File: config.mk
export PLATFORM = sky130hd
export DESIGN_NAME = csmv_queue
export DESIGN_NICKNAME = d
export VERILOG_FILES = /design/src/rtl/csmv_pkg.sv /design/src/rtl/csmv_queue.sv
export SDC_FILE = /design/constraint.sdc
export NUM_CORES = 1
export LEC_CHECK = 0
export BUFFER_PORTS_ARGS = -buffer_cell sky130_fd_sc_hd__buf_2
export CORE_MARGIN = 2
export CORE_UTILIZATION = 60
export CTS_CLUSTER_DIAMETER = 40
export DETAILED_ROUTE_END_ITERATION = 16
export PLACE_DENSITY = 0.83
export SLEW_MARGIN = 20
export SYNTH_ARGS = -nofsm -noshare
export SYNTH_HDL_FRONTEND = slang
export SYNTH_SLANG_ARGS = --single-unit
File: constraint.sdc
create_clock -name clk -period 7.9 [get_ports clk]
set_input_delay 0.79 -clock clk [delete_from_list [all_inputs] [get_ports clk]]
set_output_delay 0.79 -clock clk [all_outputs]
set_load 0.03 [all_outputs]
File: src/rtl/csmv_pkg.sv
// Shared constants, command codes and queue entry types for the sparse matrix-vector block.
package csmv_pkg;

  localparam int VECTOR_DEPTH = 4096;
  localparam int VALUE_WIDTH  = 32;
  localparam int IDX_W        = $clog2(VECTOR_DEPTH);
  localparam int ENTRY_W      = 12;
  localparam int IN_W         = 32;
  localparam int CMD_W        = 2;
  localparam int PROD_W       = 2 * VALUE_WIDTH;
  localparam int ACC_W        = 64;
  localparam int ROW_W        = 16;
  localparam int Q_DEPTH      = 4;
  localparam int Q_PTR_W      = $clog2(Q_DEPTH);
  localparam int Q_CNT_W      = $clog2(Q_DEPTH + 1);
  localparam int OUT_DEPTH    = 2;
  localparam int OUT_PTR_W    = $clog2(OUT_DEPTH);
  localparam int OUT_CNT_W    = $clog2(OUT_DEPTH + 1);

  localparam logic signed [ACC_W-1:0] ACC_MAX = {1'b0, {(ACC_W-1){1'b1}}};
  localparam logic signed [ACC_W-1:0] ACC_MIN = {1'b1, {(ACC_W-1){1'b0}}};

  typedef enum logic [CMD_W-1:0] {
    CMD_LOAD    = 2'd0,
    CMD_NONZERO = 2'd1,
    CMD_EMPTY   = 2'd2
  } cmd_t;

  typedef struct packed {
    logic                          empty_row;
    logic                          last_in_row;
    logic                          last_row;
    logic signed [VALUE_WIDTH-1:0] mat_re;
    logic signed [VALUE_WIDTH-1:0] mat_im;
    logic signed [VALUE_WIDTH-1:0] vec_re;
    logic signed [VALUE_WIDTH-1:0] vec_im;
  } work_t;

  typedef struct packed {
    logic signed [ACC_W-1:0] sum_re;
    logic signed [ACC_W-1:0] sum_im;
    logic [ROW_W-1:0]        row;
    logic                    sat;
  } result_t;

endpackage

File: src/rtl/csmv_queue.sv
// Short work queue between the front end and the arithmetic back end.
module csmv_queue
  import csmv_pkg::*;
(
  input  logic  clk,
  input  logic  rst_n,
  input  logic  push,
  input  work_t wr_entry,
  output logic  full,
  input  logic  pop,
  output work_t rd_entry,
  output logic  valid
);

  work_t              mem_r [Q_DEPTH];
  logic [Q_PTR_W-1:0] wr_ptr_r;
  logic [Q_PTR_W-1:0] rd_ptr_r;
  logic [Q_CNT_W-1:0] cnt_r;
  logic [Q_CNT_W-1:0] cnt_nxt;
  logic               do_push;
  logic               do_pop;

  assign full     = (cnt_r == Q_CNT_W'(Q_DEPTH));
  assign valid    = (cnt_r != '0);
  assign do_push  = push & ~full;
  assign do_pop   = pop & valid;
  assign rd_entry = mem_r[rd_ptr_r];

  always_comb begin
    cnt_nxt = cnt_r;
    if (do_push && !do_pop) begin
      cnt_nxt = cnt_r + 1'b1;
    end else if (!do_push && do_pop) begin
      cnt_nxt = cnt_r - 1'b1;
    end
  end

  always_ff @(posedge clk) begin
    if (!rst_n) begin
      wr_ptr_r <= '0;
      rd_ptr_r <= '0;
      cnt_r    <= '0;
    end else begin
      cnt_r <= cnt_nxt;
      if (do_push) begin
        wr_ptr_r <= wr_ptr_r + 1'b1;
      end
      if (do_pop) begin
        rd_ptr_r <= rd_ptr_r + 1'b1;
      end
    end
  end

  always_ff @(posedge clk) begin
    if (do_push) begin
      mem_r[wr_ptr_r] <= wr_entry;
    end
  end

endmodule

==> After elaboration in Yosys (flattened, before gate mapping) <==
Memory sizes are Yosys's and may differ from the RTL's. A register that Yosys moved wholly into a read port is not among the register bits.
Index checks and enable logic that the tools add are counted.
{ "totals": {"word_cells": 24, "mem_bits_ro": 0, "ram_bits": 524, "inputBits": 135, "regBits": 7, "output_inout_bits": 133, "mem_count": 1, "latch_bits": 0} }
{ "mem_list": {"columns": ["name", "depth", "word_bits", "read_ports", "rd_ports_with_merged_regs", "wr", "line", "rtl"], "rows": [
  ["mem_r", 4, 131, 1, 1, 1, "csmv_queue.sv:15", "work_t mem_r [Q_DEPTH];"]
]} }
{ "op_classes": {"eq_ne": 1, "n_addsub": 4, "n_shift": 0, "n_div": 0, "mul": 0, "n_mux": 6, "bitwise": 3, "magnitude_cmp": 0, "n_reduce_logical": 6} }
{ "ops": {"columns": ["cell", "count"], "rows": [
  ["two-way mux 3 bit", 2],
  ["adder 2 x 1 -> 2 bit, second input constant", 2],
  ["two-way mux 2 bit", 2],
  ["adder 3 x 1 -> 3 bit, second input constant", 1],
  ["== test 3 bit, second input constant", 1],
  ["nonzero test 3 bit", 1],
  ["subtractor 3 x 1 -> 3 bit, second input constant", 1],
  ["AND 1 bit", 2],
  ["logical AND 1 bit", 2],
  ["zero test 1 bit", 2],
  ["two-way mux 1 bit", 2],
  ["nonzero test 2 bit", 1],
  ["inverter 1 bit", 1]
]} }

==> Longest topological paths before layout <==
{ "logic_depth": {"word_depth": 7, "ltp_mapped": 9, "ltp_nobuf": 8} }

==> Least setup slack after synthesis <==
Ideal clock, no wire load.
{ "synth_timing": {"path_type": "input to register", "startpoint": "in push", "endpoint": "mem mem_r[0][0] in the netlist's numbering, enable pin", "path_slack_ns": 3.208, "required_time_ns": 7.394, "setup_time_ns": 0.506, "n_path_buf": 1, "t_arrival_ns": 4.186, "cell_stages": 3, "path_cell_list": "nor2b_1 clkbuf_1 and2_1"} }
{ "synth_between": {"elab_chain_len": 3} }
{ "synth_rtl": {"columns": ["element", "line", "rtl"], "rows": [
  ["start, declared", "csmv_queue.sv:7", "input logic push,"],
  ["AND 1 bit", "csmv_queue.sv:25", "assign do_push = push & ~full;"],
  ["via do_push", "csmv_queue.sv:20", "logic do_push;"],
  ["two-way mux 1 bit", "csmv_queue.sv:55", "if (do_push) begin"],
  ["two-way mux 1 bit (implied by the code)", "csmv_queue.sv:56", "mem_r[wr_ptr_r] <= wr_entry;"],
  ["end, declared", "csmv_queue.sv:15", null]
]} }
The timed path passes the listed nets, and every way through them passes these cells.

==> summary.txt <==
Die
  – Die area: 33750 µm²
  – Area of the core region: 31720 µm²
  – Number of placement rows: 65
  – Starting utilization of the core area: 0.6110
  – I/O Pins: 268
  – DIE WIDTH: 183.7 µm
  – Die Span Y: 183.7 µm

CTS
  – H-tree depth: 2
  – Hold buffer count at CTS: 0
  – Cell chosen for the clock root: sky130_fd_sc_hd__clkbuf_16
  – CTS Sinks: 533
  – Clock tree from TritonCTS: done
  – Post-CTS setup buffers: 0
  – PostCTS Resize Cnt: 0
  – Clock network latency to the later pin of the worst-skew pair: 0.55 ns
  – Number of buffers created by CTS: 55
  – Maximum count of clock buffers along a single path: 3
  – Worst-path clk slew: 0.06 ns

Yosys
  – Post-synthesis sequential area ratio: 0.8213
  – Synthesis-stage register bit count: 533
  – Area share of the largest cell type after synthesis: 0.8120
  – Ranking of synthesized cells by instance count: sky130_fd_sc_hd__edfxtp_1, sky130_fd_sc_hd__mux4_2, sky130_fd_sc_hd__buf_2
  – Count of cell types in the netlist: 23
  – Synthesized netlist cell count: 733
  – Top FF cell, synth: sky130_fd_sc_hd__edfxtp_1
  – Combined area of all synthesized cells: 19380 µm²
  – Per-instance average area after synthesis: 26.44 µm²
  – Biggest area consumer among synthesized cells: sky130_fd_sc_hd__edfxtp_1
  – Number of warnings reported in the yosys synthesis log: 0
  – EDFF count, synth: 524
  – Synth Net Count: 874
  – Most numerous cell in the Yosys netlist: sky130_fd_sc_hd__edfxtp_1
  – Async set-or-reset flop fraction in the synthesized netlist: 0
  – Top area cells in the synthesized netlist: sky130_fd_sc_hd__edfxtp_1, sky130_fd_sc_hd__mux4_2, sky130_fd_sc_hd__dfxtp_1

Hold path
  – Worst hold stages: 1
  – Hold Path Sink: mem_r[3][8]
  – Min-delay worst type: input pin to flop
  – Start point of the worst min-delay path: wr_entry[8]

Final layout
  – Non-Filler Cell Area, Final: 22960 µm²
  – Share of post-route cells with drive strength above 1: 0.4652
  – Non-filler instance count after layout: 1495
  – # fillers: 1788
  – Total Nets Final: 1174
  – Area growth from synthesis to layout: 18.49%

Timing
  – Sum Neg Setup Slack: 0 ns
  – Rel. slew slack: 0.3413
  – Unrepaired setup endpoints after global routing: no
  – Transition at the pin with the smallest max-transition slack: 0.9880 ns
  – Max Slew Vio Count: 0
  – Final critical-path required period: 3.954 ns
  – Crit share post-route: 0.5005
  – Final Hold Vio Count: 0
  – Final setup violating endpoints: 0
  – Post-route setup slack: 3.946 ns
  – Max Fclk: 252.9 MHz
  – Layout Skew: 0.02310 ns

Placement
  – Placed instance count: 1378
  – Placer congestion estimate: 0.7539
  – Detailed Place HPWL: 21540 µm
  – Setup WS pre-CTS: 4.064 ns
  – Port Buffer Count: 267
  – Area after DPL: 21080 µm²

Setup path
  – Type of element launching the critical path: flop
  – Data required time at the worst endpoint: 7.11 ns
  – Worst setup path category: flop to output port
  – FF-to-FF End: mem_r[1][111]
  – Endpoint kind of the worst setup timing path: output port
  – CP max FO: 66
  – Worst reg2reg startpoint: cnt_r[0]
  – Critical Path AT: 3.16 ns
  – R2R Setup Slk: 4.40 ns
  – Cells on worst reg2reg path: 5

Power and ir drop
  – Final Total Pwr: 8251 µW
  – Leakage component of the power: 0.007694 µW
  – Pwr Density: 359.3 nW/µm²
  – Max IR drop VDD: 0.2975 mV

Detailed routing
  – Violation count after the first detailed-routing iteration: 850
  – Count of vias placed by the detailed router: 8829
  – DRC violation count after routing: 0
  – Detailed-router iteration count before antenna repair: 5
  – Overall routed net length: 37090 µm
  – Antenna Violating Nets Remaining: 0
  – WL per Instance: 24.81 µm
  – Vias per std cell: 5.906

Global routing
  – Number of antenna violations at the first check in global routing: 22
  – Grt total ovfl: 0
  – Largest net degree at the start of global routing: 86
  – Via count of the first global-routing pass: 9122
  – Global-route wire length before repair: 55080 µm
  – Global routing usage summed across all routing layers: 0.2221

Run
  – Count of max-cap constraint violations: 0

Run status
  – Result of the run: completed
==> critical path, stage by stage (launching register included) <==
cell and delay [ns]:
sky130_fd_sc_hd__dfxtp_4 1.00, sky130_fd_sc_hd__buf_4 0.89, sky130_fd_sc_hd__mux4_2 0.47, sky130_fd_sc_hd__buf_2 0.21
==> where the power goes <==
part	internal [µW]	total [µW]	switching, µW
combinational	788	2120	1330
clock	1500	2540	1040
sequential	3440	3600	161
==> worst max-delay path by stage <==
stage,to,startpoint,depth (start not counted)
floorplan,mem_r[0][0],push,3
global placement,mem_r[1][67],push,5
detailed placement,mem_r[1][70],push,5
CTS,rd_entry[71],flop,3
global route,rd_entry[129],flop,3
finish,rd_entry[71],flop,3
==> area by class of cell <==
type | instances | area (µm²) | share of cell area
clock inverter | 36 | 325.3 | 0.01417
clock buffer | 67 | 1514 | 0.06593
timing repair buffer | 275 | 1416 | 0.06168
sequential | 533 | 15920 | 0.6934
antenna | 14 | 35.03 | 0.001526
multi-input combinational | 165 | 3234 | 0.1409
tap | 402 | 503.0 | 0.02190
inverter | 3 | 11.26 | 0.0004904
==> state kept, by name (all words and copies together) (netlist names), named ones only <==
register,count
mem_r,524
cnt_r,3
rd_ptr_r,2
wr_ptr_r,2
==> stage by stage <==
stage	utilization	hold slack [ns]
2_1_floorplan	-	0.4677
3_3_place_gp	0.6646	0.4927
3_5_place_dp	0.6646	0.5038
4_1_cts	0.7226	0.4140
5_1_grt	0.7233	0.4327
6_report	0.7239	0.4368
==> layout by cell type, fill, tap and decap left out, types with 5 or more instances in the layout <==
cell                         instances
sky130_fd_sc_hd__clkbuf_8            5
sky130_fd_sc_hd__clkinv_2           10
sky130_fd_sc_hd__dfxtp_1             7
sky130_fd_sc_hd__buf_4               5
sky130_fd_sc_hd__buf_2             267
sky130_fd_sc_hd__clkbuf_1            5
sky130_fd_sc_hd__ha_1                5
sky130_fd_sc_hd__clkbuf_16          57
sky130_fd_sc_hd__clkinvlp_4          6
sky130_fd_sc_hd__diode_2            14
sky130_fd_sc_hd__clkinv_1            8
sky130_fd_sc_hd__mux4_2            131
sky130_fd_sc_hd__edfxtp_1          524
==> cell families (layout without fill, tap and decap cells) <==
logic type / after synthesis / count (layout) / synth area share
adder cells (fa/ha/maj): 6 / 6 / 0.004261
AND/OR/NAND/NOR: 17 / 17 / 0.005036
AO/OA/AOI/OAI: 4 / 4 / 0.001485
XOR/XNOR: 4 / 4 / 0.001808
other: 0 / 14 / 0
buffers and inverters: 35 / 381 / 0.01233
flip-flops: 533 / 533 / 0.8213
multiplexers: 134 / 134 / 0.1538
==> metal layers <==
layer  share of wire  wire length, µm  up-vias  track usage
met3           0.099             3684       69      0.08221
met1            0.39            14580     4613       0.3052
met5          0.0034              125        -            0
met4           0.018              677       20      0.05920
met2            0.49            18030      335       0.3438
li1                -                -     3792            -
Power figures use the tool's default switching activity.
